## config.mk

```make
export PLATFORM = sky130hd
export DESIGN_NAME = cell_reference_parser_core_flat
export DESIGN_NICKNAME = d
export VERILOG_FILES = /design/src/rtl/crp_pkg.sv /design/src/rtl/crp_if.sv /design/src/rtl/cell_reference_parser_core.sv /design/src/rtl/crp_cfg_regs.sv /design/src/rtl/crp_step.sv /design/src/flat_wrapper.sv
export SDC_FILE = /design/constraint.sdc
export NUM_CORES = 1
export LEC_CHECK = 0
export BUFFER_PORTS_ARGS = -buffer_cell sky130_fd_sc_hd__buf_4
export CORE_UTILIZATION = 35
export CTS_CLUSTER_SIZE = 12
export DETAILED_ROUTE_END_ITERATION = 8
export PLACE_DENSITY = 0.59
export RECOVER_POWER = 100
export SYNTH_ARGS = -nofsm -noshare
export SYNTH_HDL_FRONTEND = slang
export SYNTH_SLANG_ARGS = --single-unit
```

## constraint.sdc

```tcl
create_clock -name clk -period 7.7 [get_ports clk]
set_clock_uncertainty 0.2 [all_clocks]
set_input_delay 0.385 -clock clk [delete_from_list [all_inputs] [get_ports clk]]
set_output_delay 0.385 -clock clk [all_outputs]
set_load 0.01 [all_outputs]
```

## src/rtl/crp_pkg.sv

```systemverilog
// crp_pkg: shared types and constants for the cell reference parser.
// No dependencies; every other file of the block imports it.
package crp_pkg;

    // Default result widths, handed to the top-level parameters
    localparam int DEF_ROW_WIDTH    = 20;
    localparam int DEF_COLUMN_WIDTH = 14;

    // Configuration port
    localparam int CFG_INDEX_W    = 2;
    localparam int CFG_DATA_W     = 21;
    localparam int MAX_ROW_W      = 21;
    localparam int MAX_COLUMN_W   = 15;

    localparam logic [MAX_ROW_W-1:0]    MAX_ROW_RESET    = 21'd1048576;
    localparam logic [MAX_COLUMN_W-1:0] MAX_COLUMN_RESET = 15'd16384;

    typedef enum logic [CFG_INDEX_W-1:0] {
        REG_MAX_ROW    = 2'd0,
        REG_MAX_COLUMN = 2'd1
    } cfg_reg_t;

    // Character classes
    localparam logic [7:0] CHAR_UPPER_A = 8'h41;
    localparam logic [7:0] CHAR_UPPER_Z = 8'h5A;
    localparam logic [7:0] CHAR_LOWER_A = 8'h61;
    localparam logic [7:0] CHAR_LOWER_Z = 8'h7A;
    localparam logic [7:0] CHAR_ZERO    = 8'h30;
    localparam logic [7:0] CHAR_NINE    = 8'h39;

    localparam int COLUMN_RADIX = 26;
    localparam int ROW_RADIX    = 10;

    typedef enum logic [1:0] {
        PH_START   = 2'd0,
        PH_LETTERS = 2'd1,
        PH_DIGITS  = 2'd2
    } phase_t;

    typedef enum logic [2:0] {
        ST_OK         = 3'd0,
        ST_NO_LETTERS = 3'd1,
        ST_NO_DIGITS  = 3'd2,
        ST_BAD_CHAR   = 3'd3,
        ST_ROW_ZERO   = 3'd4,
        ST_RANGE      = 3'd5
    } status_t;

    // Programmed limits, from the register block to the step logic
    typedef struct packed {
        logic [MAX_ROW_W-1:0]    max_row;
        logic [MAX_COLUMN_W-1:0] max_column;
    } limits_t;

endpackage

```

## src/rtl/crp_if.sv

```systemverilog
// crp_if: valid/ready channel interfaces of the cell reference parser.
// Depends on crp_pkg for the configuration and result widths.

interface crp_char_if;
    logic       valid;
    logic       ready;
    logic [7:0] char_code;
    logic       is_last;

    modport source (output valid, output char_code, output is_last, input ready);
    modport sink   (input valid, input char_code, input is_last, output ready);
endinterface

interface crp_result_if import crp_pkg::*; #(
    parameter int ROW_WIDTH    = DEF_ROW_WIDTH,
    parameter int COLUMN_WIDTH = DEF_COLUMN_WIDTH
);
    logic                    valid;
    logic                    ready;
    logic [2:0]              status;
    logic [ROW_WIDTH-1:0]    row_index;
    logic [COLUMN_WIDTH-1:0] column_index;

    modport source (output valid, output status, output row_index,
                    output column_index, input ready);
    modport sink   (input valid, input status, input row_index,
                    input column_index, output ready);
endinterface

interface crp_cfg_if import crp_pkg::*; ();
    logic                   valid;
    logic                   ready;
    logic [CFG_INDEX_W-1:0] index;
    logic [CFG_DATA_W-1:0]  data;

    modport source (output valid, output index, output data, input ready);
    modport sink   (input valid, input index, input data, output ready);
endinterface

```

## src/rtl/cell_reference_parser_core.sv

```systemverilog
// cell_reference_parser_core: top level of the A1-style cell reference parser.
// Depends on crp_pkg, crp_if, crp_cfg_regs and crp_step.
//
//  Channel   Dir   Payload                              Transaction
//  -------   ---   ----------------------------------   -----------------------------
//  chars     in    char_code[7:0], is_last              one character of a reference
//  results   out   status[2:0], row_index, column_index one parsed reference
//  cfg       in    index[1:0], data[20:0]               one limit register write
//
// Throughput is one character per cycle unless a last character waits on a full
// result slot. A character is captured in the input register, then the step logic
// updates the parse state and, on the last character, loads the result register.
// Reset (rst_n, async, low) returns to the start of a reference with default limits.
// A stalled result only blocks the next last character; other characters keep
// flowing and the input register holds a waiting last character until the slot frees.
module cell_reference_parser_core
    import crp_pkg::*;
#(
    parameter int ROW_WIDTH    = DEF_ROW_WIDTH,
    parameter int COLUMN_WIDTH = DEF_COLUMN_WIDTH
)(
    input  logic           clk,
    input  logic           rst_n,
    crp_char_if.sink       chars,
    crp_result_if.source   results,
    crp_cfg_if.sink        cfg
);

    // Configuration registers
    limits_t limits;

    crp_cfg_regs u_cfg_regs (
        .clk    (clk),
        .rst_n  (rst_n),
        .cfg    (cfg),
        .limits (limits)
    );

    // Input register
    logic       in_valid_reg;
    logic [7:0] char_reg;
    logic       last_reg;

    // Parse state
    phase_t                phase_reg;
    logic [COLUMN_WIDTH:0] col_acc_reg;
    logic [ROW_WIDTH:0]    row_acc_reg;
    status_t               err_reg;

    // Result register
    logic                    out_valid_reg;
    status_t                 status_reg;
    logic [ROW_WIDTH-1:0]    row_index_reg;
    logic [COLUMN_WIDTH-1:0] column_index_reg;

    // Step outputs
    phase_t                  phase_next;
    logic [COLUMN_WIDTH:0]   col_acc_next;
    logic [ROW_WIDTH:0]      row_acc_next;
    status_t                 err_next;
    status_t                 res_status;
    logic [ROW_WIDTH-1:0]    res_row;
    logic [COLUMN_WIDTH-1:0] res_column;

    logic advance;
    logic in_take;
    logic out_take;

    crp_step #(
        .ROW_WIDTH    (ROW_WIDTH),
        .COLUMN_WIDTH (COLUMN_WIDTH)
    ) u_step (
        .char_code    (char_reg),
        .phase        (phase_reg),
        .col_acc      (col_acc_reg),
        .row_acc      (row_acc_reg),
        .err          (err_reg),
        .limits       (limits),
        .phase_next   (phase_next),
        .col_acc_next (col_acc_next),
        .row_acc_next (row_acc_next),
        .err_next     (err_next),
        .res_status   (res_status),
        .res_row      (res_row),
        .res_column   (res_column)
    );

    // A held character moves on unless it ends a reference and the result
    // slot is full and not being drained this cycle.
    assign out_take    = out_valid_reg && results.ready;
    assign advance     = in_valid_reg && (!last_reg || !out_valid_reg || results.ready);
    assign chars.ready = !in_valid_reg || advance;
    assign in_take     = chars.valid && chars.ready;

    always_ff @(posedge clk or negedge rst_n)
    begin
        if (!rst_n)
        begin
            in_valid_reg  <= 1'b0;
            out_valid_reg <= 1'b0;
            phase_reg     <= PH_START;
            col_acc_reg   <= '0;
            row_acc_reg   <= '0;
            err_reg       <= ST_OK;
        end
        else
        begin
            if (in_take)
                in_valid_reg <= 1'b1;
            else if (advance)
                in_valid_reg <= 1'b0;

            if (advance)
            begin
                if (last_reg)
                begin
                    // Reference complete: back to a clean start
                    phase_reg   <= PH_START;
                    col_acc_reg <= '0;
                    row_acc_reg <= '0;
                    err_reg     <= ST_OK;
                end
                else
                begin
                    phase_reg   <= phase_next;
                    col_acc_reg <= col_acc_next;
                    row_acc_reg <= row_acc_next;
                    err_reg     <= err_next;
                end
            end

            if (advance && last_reg)
                out_valid_reg <= 1'b1;
            else if (out_take)
                out_valid_reg <= 1'b0;
        end
    end

    // Payload registers, no reset
    always_ff @(posedge clk)
    begin
        if (in_take)
        begin
            char_reg <= chars.char_code;
            last_reg <= chars.is_last;
        end
        if (advance && last_reg)
        begin
            status_reg       <= res_status;
            row_index_reg    <= res_row;
            column_index_reg <= res_column;
        end
    end

    assign results.valid        = out_valid_reg;
    assign results.status       = status_reg;
    assign results.row_index    = row_index_reg;
    assign results.column_index = column_index_reg;

    // Error results carry zero indexes
    a_err_zero: assert property (@(posedge clk) disable iff (!rst_n)
        out_valid_reg && (status_reg != ST_OK)
        |-> (row_index_reg == '0) && (column_index_reg == '0))
        else $error("error result with nonzero index");

    // An ok row lies within the programmed limit
    a_row_limit: assert property (@(posedge clk) disable iff (!rst_n)
        out_valid_reg && (status_reg == ST_OK)
        |-> (64'(row_index_reg) < 64'(limits.max_row)))
        else $error("ok row beyond max_row");

    // Input stalls only behind a last character blocked by a full result slot
    a_stall_cause: assert property (@(posedge clk) disable iff (!rst_n)
        !chars.ready |-> in_valid_reg && last_reg && out_valid_reg && !results.ready)
        else $error("input stalled without a blocked result");

    // Column accumulator never passes its saturation point
    a_col_sat: assert property (@(posedge clk) disable iff (!rst_n)
        col_acc_reg[COLUMN_WIDTH] |-> (col_acc_reg[COLUMN_WIDTH-1:1] == '0))
        else $error("column accumulator beyond saturation");

    // A finished reference leaves a clean parse state
    a_clear: assert property (@(posedge clk) disable iff (!rst_n)
        advance && last_reg |=> (phase_reg == PH_START) && (err_reg == ST_OK)
                                && (row_acc_reg == '0))
        else $error("parse state not cleared after last character");

endmodule

```

## src/rtl/crp_cfg_regs.sv

```systemverilog
// crp_cfg_regs: row and column limit registers behind the configuration channel.
// Depends on crp_pkg and crp_cfg_if.
module crp_cfg_regs
    import crp_pkg::*;
(
    input  logic         clk,
    input  logic         rst_n,
    crp_cfg_if.sink      cfg,
    output limits_t      limits
);

    logic [MAX_ROW_W-1:0]    max_row_reg;
    logic [MAX_COLUMN_W-1:0] max_column_reg;

    // Always ready; writes to unknown indexes are dropped
    assign cfg.ready = 1'b1;

    always_ff @(posedge clk or negedge rst_n)
    begin
        if (!rst_n)
        begin
            max_row_reg    <= MAX_ROW_RESET;
            max_column_reg <= MAX_COLUMN_RESET;
        end
        else if (cfg.valid)
        begin
            case (cfg.index)
                REG_MAX_ROW:    max_row_reg    <= cfg.data[MAX_ROW_W-1:0];
                REG_MAX_COLUMN: max_column_reg <= cfg.data[MAX_COLUMN_W-1:0];
                default:        ;
            endcase
        end
    end

    assign limits.max_row    = max_row_reg;
    assign limits.max_column = max_column_reg;

endmodule

```

## src/rtl/crp_step.sv

```systemverilog
// crp_step: per-character next-state logic and end-of-reference result.
// Depends on crp_pkg. Purely combinational, sits between the input and result registers.
module crp_step
    import crp_pkg::*;
#(
    parameter int ROW_WIDTH    = DEF_ROW_WIDTH,
    parameter int COLUMN_WIDTH = DEF_COLUMN_WIDTH
)(
    input  logic [7:0]              char_code,
    input  phase_t                  phase,
    input  logic [COLUMN_WIDTH:0]   col_acc,
    input  logic [ROW_WIDTH:0]      row_acc,
    input  status_t                 err,
    input  limits_t                 limits,
    output phase_t                  phase_next,
    output logic [COLUMN_WIDTH:0]   col_acc_next,
    output logic [ROW_WIDTH:0]      row_acc_next,
    output status_t                 err_next,
    output status_t                 res_status,
    output logic [ROW_WIDTH-1:0]    res_row,
    output logic [COLUMN_WIDTH-1:0] res_column
);

    localparam int CACC_W  = COLUMN_WIDTH + 1;
    localparam int RACC_W  = ROW_WIDTH + 1;
    localparam int CPROD_W = CACC_W + 5;
    localparam int RPROD_W = RACC_W + 4;
    localparam int CCMP_W  = (CACC_W > MAX_COLUMN_W) ? CACC_W : MAX_COLUMN_W;
    localparam int RCMP_W  = (RACC_W > MAX_ROW_W) ? RACC_W : MAX_ROW_W;

    // Saturation point: one above the largest representable 1-based value
    localparam logic [CACC_W-1:0] COL_CAP = {1'b1, {(COLUMN_WIDTH-1){1'b0}}, 1'b1};
    localparam logic [RACC_W-1:0] ROW_CAP = {1'b1, {(ROW_WIDTH-1){1'b0}}, 1'b1};

    logic                is_upper;
    logic                is_lower;
    logic                is_letter;
    logic                is_digit;
    logic [4:0]          letter_val;
    logic [3:0]          digit_val;
    logic [CPROD_W-1:0]  col_prod;
    logic [RPROD_W-1:0]  row_prod;
    logic [CACC_W-1:0]   col_sat;
    logic [RACC_W-1:0]   row_sat;
    logic                col_over;
    logic                row_over;

    always_comb
    begin
        is_upper  = char_code inside {[CHAR_UPPER_A:CHAR_UPPER_Z]};
        is_lower  = char_code inside {[CHAR_LOWER_A:CHAR_LOWER_Z]};
        is_letter = is_upper || is_lower;
        is_digit  = char_code inside {[CHAR_ZERO:CHAR_NINE]};

        letter_val = is_upper ? 5'(char_code - CHAR_UPPER_A + 8'd1)
                              : 5'(char_code - CHAR_LOWER_A + 8'd1);
        digit_val  = 4'(char_code - CHAR_ZERO);

        // Bijective base-26 column, decimal row, both saturating
        col_prod = CPROD_W'(col_acc) * CPROD_W'(COLUMN_RADIX) + CPROD_W'(letter_val);
        row_prod = RPROD_W'(row_acc) * RPROD_W'(ROW_RADIX) + RPROD_W'(digit_val);
        col_sat  = (col_prod > CPROD_W'(COL_CAP)) ? COL_CAP : col_prod[CACC_W-1:0];
        row_sat  = (row_prod > RPROD_W'(ROW_CAP)) ? ROW_CAP : row_prod[RACC_W-1:0];

        phase_next   = phase;
        col_acc_next = col_acc;
        row_acc_next = row_acc;
        err_next     = err;

        if (is_letter)
        begin
            if (phase == PH_DIGITS)
            begin
                if (err == ST_OK)
                    err_next = ST_BAD_CHAR;
            end
            else
            begin
                col_acc_next = col_sat;
                phase_next   = PH_LETTERS;
            end
        end
        else if (is_digit)
        begin
            if (phase == PH_START)
            begin
                if (err == ST_OK)
                    err_next = ST_NO_LETTERS;
            end
            else
            begin
                row_acc_next = row_sat;
                phase_next   = PH_DIGITS;
            end
        end
        else if (err == ST_OK)
        begin
            err_next = ST_BAD_CHAR;
        end

        // x > min(limit, 2^W) is x > limit or x > 2^W
        col_over = (col_acc_next[COLUMN_WIDTH] && (|col_acc_next[COLUMN_WIDTH-1:0]))
                || (CCMP_W'(col_acc_next) > CCMP_W'(limits.max_column));
        row_over = (row_acc_next[ROW_WIDTH] && (|row_acc_next[ROW_WIDTH-1:0]))
                || (RCMP_W'(row_acc_next) > RCMP_W'(limits.max_row));

        res_row    = '0;
        res_column = '0;
        if (err_next != ST_OK)
            res_status = err_next;
        else if (phase_next != PH_DIGITS)
            res_status = ST_NO_DIGITS;
        else if (row_acc_next == '0)
            res_status = ST_ROW_ZERO;
        else if (row_over || col_over)
            res_status = ST_RANGE;
        else
        begin
            res_status = ST_OK;
            res_row    = ROW_WIDTH'(row_acc_next - RACC_W'(1));
            res_column = COLUMN_WIDTH'(col_acc_next - CACC_W'(1));
        end
    end

endmodule

```

## src/flat_wrapper.sv

```systemverilog
// flat-port wrapper written by rule: the top's interface ports become plain ports
module cell_reference_parser_core_flat import crp_pkg::*;
#(
    parameter int ROW_WIDTH    = DEF_ROW_WIDTH,
    parameter int COLUMN_WIDTH = DEF_COLUMN_WIDTH
)
  (clk, rst_n, chars_valid, chars_char_code, chars_is_last, chars_ready, results_valid, results_status, results_row_index, results_column_index, results_ready, cfg_valid, cfg_index, cfg_data, cfg_ready);
  crp_char_if chars_i ();
  crp_result_if #(.ROW_WIDTH(ROW_WIDTH), .COLUMN_WIDTH(COLUMN_WIDTH)) results_i ();
  crp_cfg_if cfg_i ();
  input  logic clk;
  input  logic rst_n;
  input wire logic [$bits(chars_i.valid)-1:0] chars_valid;
  input wire logic [$bits(chars_i.char_code)-1:0] chars_char_code;
  input wire logic [$bits(chars_i.is_last)-1:0] chars_is_last;
  output wire logic [$bits(chars_i.ready)-1:0] chars_ready;
  output wire logic [$bits(results_i.valid)-1:0] results_valid;
  output wire logic [$bits(results_i.status)-1:0] results_status;
  output wire logic [$bits(results_i.row_index)-1:0] results_row_index;
  output wire logic [$bits(results_i.column_index)-1:0] results_column_index;
  input wire logic [$bits(results_i.ready)-1:0] results_ready;
  input wire logic [$bits(cfg_i.valid)-1:0] cfg_valid;
  input wire logic [$bits(cfg_i.index)-1:0] cfg_index;
  input wire logic [$bits(cfg_i.data)-1:0] cfg_data;
  output wire logic [$bits(cfg_i.ready)-1:0] cfg_ready;
  assign chars_i.valid = chars_valid;
  assign chars_i.char_code = chars_char_code;
  assign chars_i.is_last = chars_is_last;
  assign chars_ready = chars_i.ready;
  assign results_valid = results_i.valid;
  assign results_status = results_i.status;
  assign results_row_index = results_i.row_index;
  assign results_column_index = results_i.column_index;
  assign results_i.ready = results_ready;
  assign cfg_i.valid = cfg_valid;
  assign cfg_i.index = cfg_index;
  assign cfg_i.data = cfg_data;
  assign cfg_ready = cfg_i.ready;
  cell_reference_parser_core #(.ROW_WIDTH(ROW_WIDTH), .COLUMN_WIDTH(COLUMN_WIDTH)) u_core (.clk(clk), .rst_n(rst_n), .chars(chars_i), .results(results_i), .cfg(cfg_i));
endmodule
```

==> After elaboration in Yosys (flattened, before gate mapping) <==
Cells that the tools add are included.
{ "word_totals": {"inputBits": 37, "out_inout_bits": 40, "elab_cells": 98, "reg_bits": 125} }
{ "op_classes": {"n_eq_ne": 3, "n_lt_le_gt_ge": 10, "add_sub_neg": 9, "reduce_logical": 31, "mul": 2, "muxes": 30} }
{ "op_table": {"columns": ["op", "count"], "rows": [
  ["2-to-1 mux 21 bit", 5],
  ["2-to-1 mux 15 bit", 4],
  ["2-to-1 mux 3 bit", 11],
  ["adder 25 x 4 -> 25 bit", 1],
  ["> comparator 25 x 21 -> 1 bit (second input constant)", 1],
  ["multiplier 21 x 3 -> 24 bit (second input constant)", 1],
  ["> comparator 21 bit", 1],
  ["logical NOT 21 bit", 1],
  ["adder 20 x 5 -> 20 bit", 1],
  ["> comparator 20 x 15 -> 1 bit (second input constant)", 1],
  ["OR reduction 20 bit", 1],
  ["subtractor 20 x 1 -> 20 bit (second input constant)", 1],
  ["multiplier 15 x 4 -> 19 bit (second input constant)", 1],
  [">= comparator 8 x 7 -> 1 bit (second input constant)", 2],
  ["less-or-equal comparator 8 x 7 -> 1 bit (second input constant)", 2],
  ["> comparator 15 bit", 1],
  ["OR reduction 14 bit", 1],
  ["subtractor 14 x 1 -> 14 bit (second input constant)", 1],
  ["adder 5 x 1 -> 5 bit (second input constant)", 2],
  ["2-to-1 mux 2 bit", 5],
  ["subtractor 5 x 1 -> 5 bit (second input constant)", 2],
  ["logical AND 1 bit", 9],
  [">= comparator 8 x 6 -> 1 bit (second input constant)", 1],
  ["less-or-equal comparator 8 x 6 -> 1 bit (second input constant)", 1],
  ["14 further kinds", 28]
]} }

==> Depth between registers and ports, before layout <==
Gate-level depths: netlist of the first run.
{ "logic_depth": {"ltp_word": 16, "ltp_mapped": 32} }

==> Hierarchy <==
A second synthesis of the first run with hierarchy kept.
{ "hier_totals": {"cells_unflattened": 1332, "area_unflattened_um2": 12016.5} }
{ "modules_own_cells": {"columns": ["module", "area_each_um2", "n_inst", "cells_per_inst"], "rows": [
  ["crp_step", 6740.2, 1, 965],
  ["cell_reference_parser_core", 3846.2, 1, 288],
  ["crp_cfg_regs", 1430.1, 1, 79]
]} }

==> Worst setup path before layout of the first run <==
OpenSTA, ideal clock, no wires.
{ "synth_timing": {"kind": "flip-flop to flip-flop", "from": "reg u_core.col_acc_reg[2]", "to": "reg u_core.row_index_reg[12] (netlist: u_core.results.row_index[12]) (data pin)", "slack_ns": 0.761, "t_required_ns": 7.350, "t_arrival_ns": 6.589, "path_stages_with_launch": 29, "synth_period_minus_slack_ns": 6.939, "cell_sequence": "dfrtp_1 > ha_1 > fa_1 > fa_1 > a211oi_1 > o21ai_2 > xor2_2 > nand3_2 > or4_4 > or2_0 > o31ai_2 > nand4_2 > or2_0 > clkbuf_1 > o22ai_1 > ha_1 > nor2b_1 > o21a_1 > o21a_1 > o21a_1 > o21a_1 > o21a_1 > o21ai_0 > nand3b_1 > a22o_1 > a21oi_4 > o211ai_4 > buf_6 > nor3_2"} }
{ "synth_via": {"elab_chain_len": 11, "elab_cells_between_ends": 12, "classes_between": "add/sub (1); mul (1); order compare (2); mux (3); reduce/logical (5)"} }
{ "synth_rtl": {"columns": ["item", "line_no", "rtl"], "rows": [
  ["start, declared", "cell_reference_parser_core.sv:46", "logic [COLUMN_WIDTH:0] col_acc_reg;"],
  ["start signal, assigned", "cell_reference_parser_core.sv:126", "col_acc_reg <= col_acc_next;"],
  ["multiplier 15 x 4 -> 19 bit", "crp_step.sv:60", "col_prod = CPROD_W'(col_acc) * CPROD_W'(COLUMN_RADIX) + CPROD_W'(letter_val);"],
  ["adder 20 x 5 -> 20 bit", "crp_step.sv:60", null],
  ["> comparator 20 x 15 -> 1 bit", "crp_step.sv:62", "col_sat = (col_prod > CPROD_W'(COL_CAP)) ? COL_CAP : col_prod[CACC_W-1:0];"],
  ["2-to-1 mux 15 bit", "crp_step.sv:62", null],
  ["2-to-1 mux 15 bit", "crp_step.sv:72", "if (phase == PH_DIGITS)"],
  ["2-to-1 mux 15 bit *", "crp_step.sv:70", "if (is_letter)"],
  ["branches (longest 2 deep; another with > comparator 15 bit)", null, null],
  ["logical OR 1 bit *", "crp_step.sv:103", "|| (CCMP_W'(col_acc_next) > CCMP_W'(limits.max_column));"],
  ["logical OR 1 bit *", "crp_step.sv:115", "else if (row_over || col_over)"],
  ["OR reduction 4 bit (no source line) *", null, null],
  ["end signal, assigned", "cell_reference_parser_core.sv:150", "row_index_reg <= res_row;"],
  ["end, declared", "cell_reference_parser_core.sv:53", "logic [ROW_WIDTH-1:0] row_index_reg;"]
]} }
Every way passes the cells marked *.
A chain may end at the register's enable or synchronous reset.

==> Worst setup path in the final report of the first run <==
{ "layout_timing": {"from": "reg u_core.col_acc_reg[4]", "to": "reg u_core.column_index_reg[13] (netlist: u_core.results.column_index[13]) (data pin)"} }
{ "layout_via": {"elab_chain_len": 11, "elab_cells_between_ends": 13, "classes_between": "add/sub (2); mul (1); order compare (2); mux (3); reduce/logical (5)"} }
{ "layout_rtl": {"columns": ["item", "line_no", "rtl"], "rows": [
  ["multiplier 15 x 4 -> 19 bit", "crp_step.sv:60", null],
  ["adder 20 x 5 -> 20 bit", "crp_step.sv:60", null],
  ["> comparator 20 x 15 -> 1 bit", "crp_step.sv:62", null],
  ["2-to-1 mux 15 bit", "crp_step.sv:62", null],
  ["2-to-1 mux 15 bit", "crp_step.sv:72", null],
  ["2-to-1 mux 15 bit *", "crp_step.sv:70", null],
  ["branches (longest 5 deep; another with > comparator 15 bit)", null, null],
  ["end signal, assigned", "cell_reference_parser_core.sv:151", "column_index_reg <= res_column;"],
  ["end, declared", "cell_reference_parser_core.sv:54", "logic [COLUMN_WIDTH-1:0] column_index_reg;"]
]} }
Marks and branches as above.

==> metrics.txt, run 1 <==
status=complete, but fails checks; failing checks=max-capacitance violations, max-slew violations; Cell variety after synth=104; vias per inst=5.63; worst hold stages=2; r2r setup slk=340 ps; Hold Path Class=in2reg; Final nets=1,550; Final WS setup=338 ps; Total GRT Usage=20.8%; reg2reg path depth=29; total gr overflow=0; max-slew violation count=164; commonest non-fill, non-tap cell in the layout=ha_1; crit path capture type=flop; commonest cells after routing, fill and taps aside=117 x ha_1, 112 x inv_1, 98 x nand2_1, 86 x o21ai_0, 77 x dfrtp_1; Rows=65; FILL cells=3,130; Area Growth Syn to Fin=18.6%; number of top-level pins=77; design area=13,500 µm²; CTS tree=done; die width=182 µm; Hold Vio Cnt, Final=0; EDFF count, synth=46; layout cell share with drive strength beyond 1=13.9%; Antenna diodes=0; post-DP HPWL=26,300 µm; Seq cells post-synth=125; PortBufs=75; net count after synthesis=1,420; first-pass GRT wire length=54,100 µm; GR Layer Usage met1=29.1%; Worst Hold End=u_core.u_cfg_regs.max_column_reg[0]$_DFFE_PN0P_; Starting Density=35.8%; Total Power=2.38 mW; clock-pin slew on the worst setup and hold paths=60 ps; worst slew pin tran=2470 ps; M3 GR Usage=4.23%; Pleak=6.17 nW; Primary FF master, synth=dfrtp_1; fin util=42.4%; clock buffer depth=2; Placed Area=12,500 µm²; arrival time worst endpoint=7430 ps; M2 GR Usage=32.8%; die area=33,200 µm²; reg2reg end=u_core.results.column_index[13]$_SDFFCE_PP0P_; fin cells=1,796; register area share after synthesis=29.6%; routed len/inst=19.1 µm; period utilization=95.6%; Post-DRT Antenna Nets=0; Placed Instances=1,729; vias in the first global route=9,815; Async S/R FF share, synth=63.2%; antenna violations before repair=0; yosys synthesis warning count=0; CP Class=reg2reg; worst hold start=cfg_data[0]; Critical path origin=u_core.col_acc_reg[4]$_DFFE_PN0P_; Cells after Synth=1,251; max_cap viols=4; synthesized area per cell=9.07 µm²; power density over the cells=177 nW/µm²; RePlAce Congestion=0.887; Skew-Pair Late Insertion Delay=430 ps; setup tns final=0 ps; WL final=34,300 µm; slowest CP cell=or4_1; Critical R2R Launch=u_core.col_acc_reg[4]$_DFFE_PN0P_; Crit path required time=7770 ps; detailed-route DRC error count=0; root buffer cell=clkbuf_16; critical path's largest stage delay=550 ps; CTS sink count=125; hold_ws=33.3 ps; vias post-DR=10,100; # H-tree levels=4; TritonRoute pass-1 iters=6; die height=182 µm; Rel. slew slack=-64.4%; worst vdd ir=0.000167 V; Initial DRC Count=764; startpoint types=flop; pin count of the biggest net entering global routing=42; Crit Path Max Fanout=19; total CTS buffers=17; Synth Cell Area=11,300 µm²; Place WS=82.8 ps; Fmax=136 MHz; Core Footprint=31,700 µm²; Setup violations, final=0; Tmin final=7360 ps; GRT busiest layer=met2
## report_power, final
group	internal, mW	total (mW)	switching (mW)
clock	0.555	0.900	0.345
sequential	0.756	0.800	0.0441
combinational	0.274	0.679	0.405
total	1.58	2.38	0.794
## metal layers
layer / share of wire (%) / up-vias
met2: 45 / 290
met5: 0 / -
met4: 1.6 / 0
met3: 5.5 / 37
li1: - / 4907
met1: 48 / 4873
## synthesized netlist by cell type (11+ instances only)
master    instances  area (µm²)
a21oi_1          68         340
nand4_1          14        87.6
mux2i_1          11         110
xnor2_1          36         315
nor4_1           13        81.3
nand2_1          98         368
nor2_1           76         285
nor2b_1          16         100
inv_1           112         420
nor3_1           20         100
o21ai_0          85         425
o211ai_1         15         113
dfrtp_1          77        1930
nand3_1          37         185
fa_1             15         300
nand2b_1         11        68.8
ha_1            117        1460
xor2_1           21         184
edfxtp_1         46        1380
a22o_1           25         219
clkbuf_1         24        90.1
a21o_1           27         203
mux2_2           18         203
o21a_1           17         128
## what timing repair did
item                                    CTS  global route
endpoints found under the hold margin    71             0
endpoints found under the setup margin    0            36
setup buffers                             0             3
gates resized for setup                   0            20
hold buffers                             32             0
## layout make-up
| cell class | count | area, µm² | share of cell area [%] |
|---|---|---|---|
| clock inverter | 15 | 223 | 1.65 |
| sequential | 125 | 3360 | 25.0 |
| multi-input combinational | 975 | 7490 | 55.6 |
| clock buffer | 17 | 425 | 3.16 |
| inverter | 112 | 420 | 3.12 |
| tap | 402 | 503 | 3.74 |
| timing repair buffer | 150 | 1040 | 7.71 |
## how the worst max path moves through the flow
stage | cells after the start | endpoint | slack [ps]
floorplan | 28 | u_core.results.row_index[12]$_SDFFCE_PP0P_ | 760
global placement | 26 | u_core.results.row_index[19]$_SDFFCE_PP0P_ | 300
detailed placement | 27 | u_core.results.column_index[13]$_SDFFCE_PP0P_ | 80
CTS | 26 | u_core.results.column_index[13]$_SDFFCE_PP0P_ | 40
global route | 29 | u_core.results.row_index[12]$_SDFFCE_PP0P_ | -60
finish | 29 | u_core.results.column_index[13]$_SDFFCE_PP0P_ | 340
## worst max-delay path, delay by kind of cell, from the launching register on
family	cells	cell delay, ps
buffers and inverters	4	530
AOI/OAI and AO/OA	12	2360
xor gates and xnor gates	1	250
muxes	2	400
and+or+nand+nor	6	1400
adders and majority gates	4	1550
DFF	1	490
## logic make-up after synthesis
group / after synthesis / share of synthesized area, %
compound gates: 376 / 23.8
simple gates: 375 / 17.9
buf+inv: 151 / 5.34
fa+ha+maj: 133 / 15.6
flops: 125 / 29.6
xor+xnor: 61 / 4.97
mux: 29 / 2.76
other cells: 1 / 0.0330
(Power assumes the default switching activity.)
==> run 2: changes to the inputs <==
Settings changed: ABC_AREA from default to 1, ABC_CLOCK_PERIOD_IN_PS from default to 7700.
==> metrics.txt, run 2 <==
die width=184 µm; clock buffer depth=2; clock-pin slew on the worst setup and hold paths=70 ps; commonest non-fill, non-tap cell in the layout=nand2_1; total CTS buffers=17; Pleak=6.70 nW; Crit path required time=7760 ps; Hold Vio Cnt, Final=0; status=complete, but fails checks; worst slew pin tran=3570 ps; first-pass GRT wire length=53,600 µm; post-CTS sizing=0; area of the multi-input gates=6900 µm²; commonest cells in the synthesized netlist=421 x nand2_1, 250 x inv_1, 127 x nor2_1, 117 x ha_1, 105 x nand3_1; routed len/inst=15.7 µm; max_cap viols=2; Area Growth Syn to Fin=12.4%; Skew-Pair Late Insertion Delay=440 ps; CP Class=reg2reg; number of top-level pins=77; vias per inst=4.98; worst hold start=cfg_data[9]; max-slew violation count=87; Primary FF master, synth=dfrtp_1; worst hold stages=3; die height=184 µm; Starting Density=35.6%; Crit Path Max Fanout=30; EDFF count, synth=46; antenna violations before repair=0; CTS tree=done; setup tns final=0 ps; PortBufs=75; r2r setup slk=680 ps; WP buf/inv=4; detailed-route DRC error count=0; yosys synthesis warning count=0; Rel. slew slack=-138%; vias post-DR=10,700; critical path's largest stage delay=550 ps; Placed Area=12,600 µm²; crit path capture type=flop; unrepaired setup endpoints after global routing=no; Fmax=143 MHz; layout cell share with drive strength beyond 1=10.2%; Seq cells post-synth=125; startpoint types=flop; synthesized area per cell=7.22 µm²; Worst Hold End=u_core.u_cfg_regs.max_row_reg[9]$_DFFE_PN0P_; net count after synthesis=1,776; Post-DRT Antenna Nets=0; arrival time worst endpoint=7080 ps; most frequent cell after synthesis=nand2_1; WL final=33,700 µm; Critical R2R Launch=u_core.row_acc_reg[1]$_DFFE_PN0P_; area share of the largest cell type after synthesis=16.6%; Antenna diodes=0; register area share after synthesis=29.0%; family with the most delay on the worst path=simple AND/OR/NAND/NOR gates; failing checks=max-capacitance violations, max-slew violations; vias in the first global route=10,000; total gr overflow=0; Top cell by count, worst path=nand2_1; # H-tree levels=4; Core Footprint=32,600 µm²; Sequential Area=3360 µm²; commonest cells after routing, fill and taps aside=429 x nand2_1, 251 x inv_1, 135 x nor2_1, 117 x ha_1, 106 x nand3_1; Hold Path Class=in2reg; Async S/R FF share, synth=63.2%; design area=13,100 µm²; pin count of the biggest net entering global routing=63; Synth Cell Area=11,600 µm²; worst vdd ir=0.000148 V; power density over the cells=179 nW/µm²; Setup violations, final=0; Total Power=2.34 mW; die area=33,900 µm²; Cells after Synth=1,607; Cell variety after synth=57; Tmin final=7020 ps; period utilization=91.1%; Final nets=1,864; reg2reg end=u_core.results.row_index[12]$_SDFFCE_PP0P_; slowest CP cell=fa_1; Rows=66; top post-synthesis cells by area=dfrtp_1 17%, nand2_1 14%, ha_1 13%; root buffer cell=clkbuf_16; TritonRoute pass-1 iters=5; Initial DRC Count=916; reg2reg path depth=36; Total GRT Usage=20.4%; CTS sink count=125; FILL cells=3,410; RePlAce Congestion=0.948; post-DP HPWL=26,800 µm; leading area contributor after synthesis=dfrtp_1
run 2: cell count changes in the layout (fill, tap and decap cells not counted), moves of 29 or more:
cell | previous run | this run
xnor2_1 | 35 | 6
nand3_1 | 37 | 106
buf_4 | 63 | 29
nor2_1 | 74 | 135
nand2_1 | 98 | 429
inv_1 | 112 | 251
nand4_1 | 14 | 46
run 2: worst max path at each step:
stage	slack, ps	to	cells past startpoint	start
detailed placement	880	u_core.results.row_index[12]$_SDFFCE_PP0P_	36	u_core.row_acc_reg[1]$_DFFE_PN0P_
floorplan	2250	u_core.results.column_index[10]$_SDFFCE_PP0P_	33	u_core.col_acc_reg[1]$_DFFE_PN0P_
global route	150	u_core.results.row_index[12]$_SDFFCE_PP0P_	36	u_core.row_acc_reg[1]$_DFFE_PN0P_
global placement	980	u_core.results.column_index[2]$_SDFFCE_PP0P_	36	u_core.row_acc_reg[1]$_DFFE_PN0P_
finish	680	u_core.results.row_index[12]$_SDFFCE_PP0P_	36	u_core.row_acc_reg[1]$_DFFE_PN0P_
CTS	840	u_core.results.row_index[14]$_SDFFCE_PP0P_	36	u_core.row_acc_reg[1]$_DFFE_PN0P_
run 2: kinds of logic (layout without fill, tap and decap cells):
kind of cell,after synthesis,after routing,synth area share [%]
AND/OR/NAND/NOR,809,809,32.8
buffers and inverters,302,403,10.3
AO/OA/AOI/OAI,218,218,11.2
adder cells (fa/ha/maj),132,132,15.2
flip-flops,125,125,29.0
XOR/XNOR,20,20,1.57
other,1,1,0.0323
run 2: metal layers:
layer	wire length (µm)	global-route usage, %
met1	17000	29.5
met4	450	4.37
met2	14300	31.6
met5	0	0
met3	1920	3.38
run 2: per-stage QoR:
step | util [%] | cells | hold slack [ps] | worst slack (ps)
3_5_place_dp | 38.7 | 2102 | 75.4 | 883
4_1_cts | 41.0 | 2150 | 35.7 | 839
2_1_floorplan | - | 1607 | -111 | 2250
5_1_grt | 40.0 | 2150 | 46.5 | 149
6_report | 40.0 | 2150 | 34.7 | 685
3_3_place_gp | 38.7 | 2102 | 74.9 | 984
run 2: power breakdown:
group	internal [mW]	switching, mW
combinational	0.230	0.465
clock	0.482	0.360
sequential	0.755	0.0465
total	1.47	0.872
run 2: area by class of cell:
type                    instances  share of cell area, %
clock buffers                  20                   3.84
clock inverters                12                  0.815
inverters                     274                   7.88
multi-input cells            1180                   52.9
flip-flops and latches        125                   25.8
well taps                     442                   4.24
repair buffers                 97                   4.59
run 2: what timing repair did:
| action | 4_1_cts | 5_1_grt |
|---|---|---|
| hold buffers | 16 | 0 |
| endpoints found under the hold margin | 32 | 0 |
| setup buffers | 0 | 0 |
run 2: worst min-delay path, stage by stage:
cell,delay (ps)
buf_4,110
inv_1,60
o21ai_0,80
==> run 3: changes to the inputs <==
Settings changed: ABC_AREA 1 to default, CORE_UTILIZATION 35 to 40, PLACE_DENSITY 0.59 to 0.65.
==> metrics.txt, run 3 (synthesis results as in run 1) <==
die area=29,100 µm²; antenna violations before repair=0; failing checks=max-capacitance violations, max-slew violations; routed len/inst=18.7 µm; Placed Instances=1,705; Core Footprint=27,900 µm²; hold_ws=22.8 ps; clock power share=36.3%; vias per inst=5.76; CTS tree=done; Crit Path Max Fanout=10; M2 GR Usage=36.1%; clock-pin slew on the worst setup and hold paths=60 ps; total CTS buffers=17; Total GRT Usage=23.3%; Place WS=58.1 ps; reg2reg end=u_core.results.row_index[17]$_SDFFCE_PP0P_; layout cell share with drive strength beyond 1=14.1%; first-pass GRT wire length=52,400 µm; root buffer cell=clkbuf_16; last element of the critical path=u_core.results.row_index[17]$_SDFFCE_PP0P_; Antenna diodes=0; commonest cells after routing, fill and taps aside=116 x ha_1, 111 x inv_1, 97 x nand2_1, 86 x o21ai_0, 77 x dfrtp_1; period utilization=95.2%; Critical path origin=u_core.col_acc_reg[2]$_DFFE_PN0P_; Setup violations, final=0; Post-DRT Antenna Nets=0; vias post-DR=10,200; detailed-route DRC error count=0; pin count of the biggest net entering global routing=75; PortBufs=75; r2r setup slk=370 ps; Total Power=2.31 mW; commonest non-fill, non-tap cell in the layout=ha_1; number of top-level pins=77; worst slew pin tran=4270 ps; Initial DRC Count=1,000; GRT busiest layer=met2; Placed Area=12,500 µm²; Hold Vio Cnt, Final=0; design area=13,400 µm²; worst vdd ir=0.000122 V; arrival time worst endpoint=7400 ps; Internal=1.54 mW; Final nets=1,554; Hold Path Class=in2reg; Seq pwr share=34.6%; Critical R2R Launch=u_core.col_acc_reg[2]$_DFFE_PN0P_; Skew-Pair Late Insertion Delay=430 ps; Crit path required time=7770 ps; M3 GR Usage=4.58%; WL final=33,200 µm; Rel. slew slack=-185%; status=complete, but fails checks; die width=170 µm; RePlAce Congestion=0.905; reg2reg path depth=26; max_cap viols=3; total gr overflow=0; CTS sink count=125; post-DP HPWL=25,500 µm; vias in the first global route=9,707; combinational fraction of design power=29.1%; power density over the cells=172 nW/µm²; Tmin final=7330 ps; fin cells=1,776; Starting Density=40.7%; Fmax=136 MHz; Rows=61; Psw=0.768 mW; Final WS setup=368 ps; Sw Share=33.2%; clock buffer depth=2; Area Growth Syn to Fin=18.2%; crit path capture type=flop; Pleak=6.17 nW; GR Layer Usage met1=33.1%; die height=170 µm; TritonRoute pass-1 iters=5; # H-tree levels=4; startpoint types=flop; CP Class=reg2reg; max-slew violation count=156
==> run 3: cell count changes in the layout (fill, tap and decap cells not counted), sizes merged, moves of 15 or more <==
| cell | before | now |
|---|---|---|
| nand2 | 460 | 98 |
| inv | 281 | 115 |
| nor2 | 155 | 76 |
| nand3 | 115 | 39 |
| nand4 | 53 | 15 |
| buf | 29 | 66 |
| xnor2 | 6 | 37 |
| a21o | 2 | 27 |
| a22o | 0 | 25 |
| mux2 | 0 | 18 |
| o211ai | 0 | 18 |
| nor2b | 0 | 16 |
| nor4 | 2 | 18 |
| o21a | 2 | 17 |
==> run 3: worst min path at each step <==
stage / depth (start not counted) / start / endpoint
2_1_floorplan: 0 / rst_n / u_core.col_acc_reg[0]$_DFFE_PN0P_
3_3_place_gp: 1 / rst_n / u_core.row_acc_reg[8]$_DFFE_PN0P_
3_5_place_dp: 1 / rst_n / u_core.row_acc_reg[8]$_DFFE_PN0P_
4_1_cts: 2 / cfg_data[0] / u_core.u_cfg_regs.max_row_reg[0]$_DFFE_PN0P_
5_1_grt: 2 / cfg_data[0] / u_core.u_cfg_regs.max_row_reg[0]$_DFFE_PN0P_
6_report: 2 / cfg_data[0] / u_core.u_cfg_regs.max_row_reg[0]$_DFFE_PN0P_
==> run 3: power by group through the flow <==
stage / Clock [mW] / Sequential, mW / Combinational [mW]
6_report: 0.839 / 0.801 / 0.673
5_1_grt: 0.878 / 0.808 / 0.743
4_1_cts: 0.850 / 0.800 / 0.660
3_5_place_dp: 0 / 0.812 / 0.640
3_3_place_gp: 0 / 0.810 / 0.635
2_1_floorplan: 0 / 0.800 / 0.452
==> run 3: final cells by class <==
cell class / count / area [µm²]
clock buffer: 18 / 429
clock inverter: 14 / 184
fill: 2646 / 14400
inverter: 112 / 420
multi-input combinational: 975 / 7490
sequential: 125 / 3360
tap: 378 / 473
timing repair buffer: 154 / 1060
==> run 3: worst max-delay path, stage by stage, from the launching register on <==
cell,delay (ps)
dfrtp_1,480
ha_1,340
fa_1,520
fa_2,470
a211oi_4,320
o21ai_2,120
xor2_2,250
nand3_2,180
or4_4,590
or2_0,230
o31ai_2,350
nand4_4,240
or2_1,380
o21ai_1,240
ha_1,290
o21a_1,110
o21a_1,160
o21a_1,160
o21a_1,160
o21a_1,150
o21ai_0,130
nand3b_1,100
a22o_1,230
a21oi_4,200
o211ai_4,190
buf_4,220
nor3_2,160
==> run 3: layer usage <==
| metal | routed length, µm | part of all wire [%] |
|---|---|---|
| met5 | 0 | 0 |
| met4 | 555 | 1.7 |
| met3 | 2400 | 7.2 |
| met2 | 14800 | 45 |
| met1 | 15500 | 47 |
==> run 3: per-stage QoR <==
step                      setup TNS, ps  utilization (%)
after detailed placement              0             44.9
after floorplan                       0                -
final                                 0             48.2
after CTS                             0             48.2
after global routing               -114             48.2
after global placement                0             44.9
==> run 3: what timing repair did <==
action                                 in CTS  in global routing
resized for setup                           0                 25
endpoints found under the hold margin      43                  0
setup endpoints to repair                   0                 36
hold buffers                               29                  0
setup buffers                               0                 10
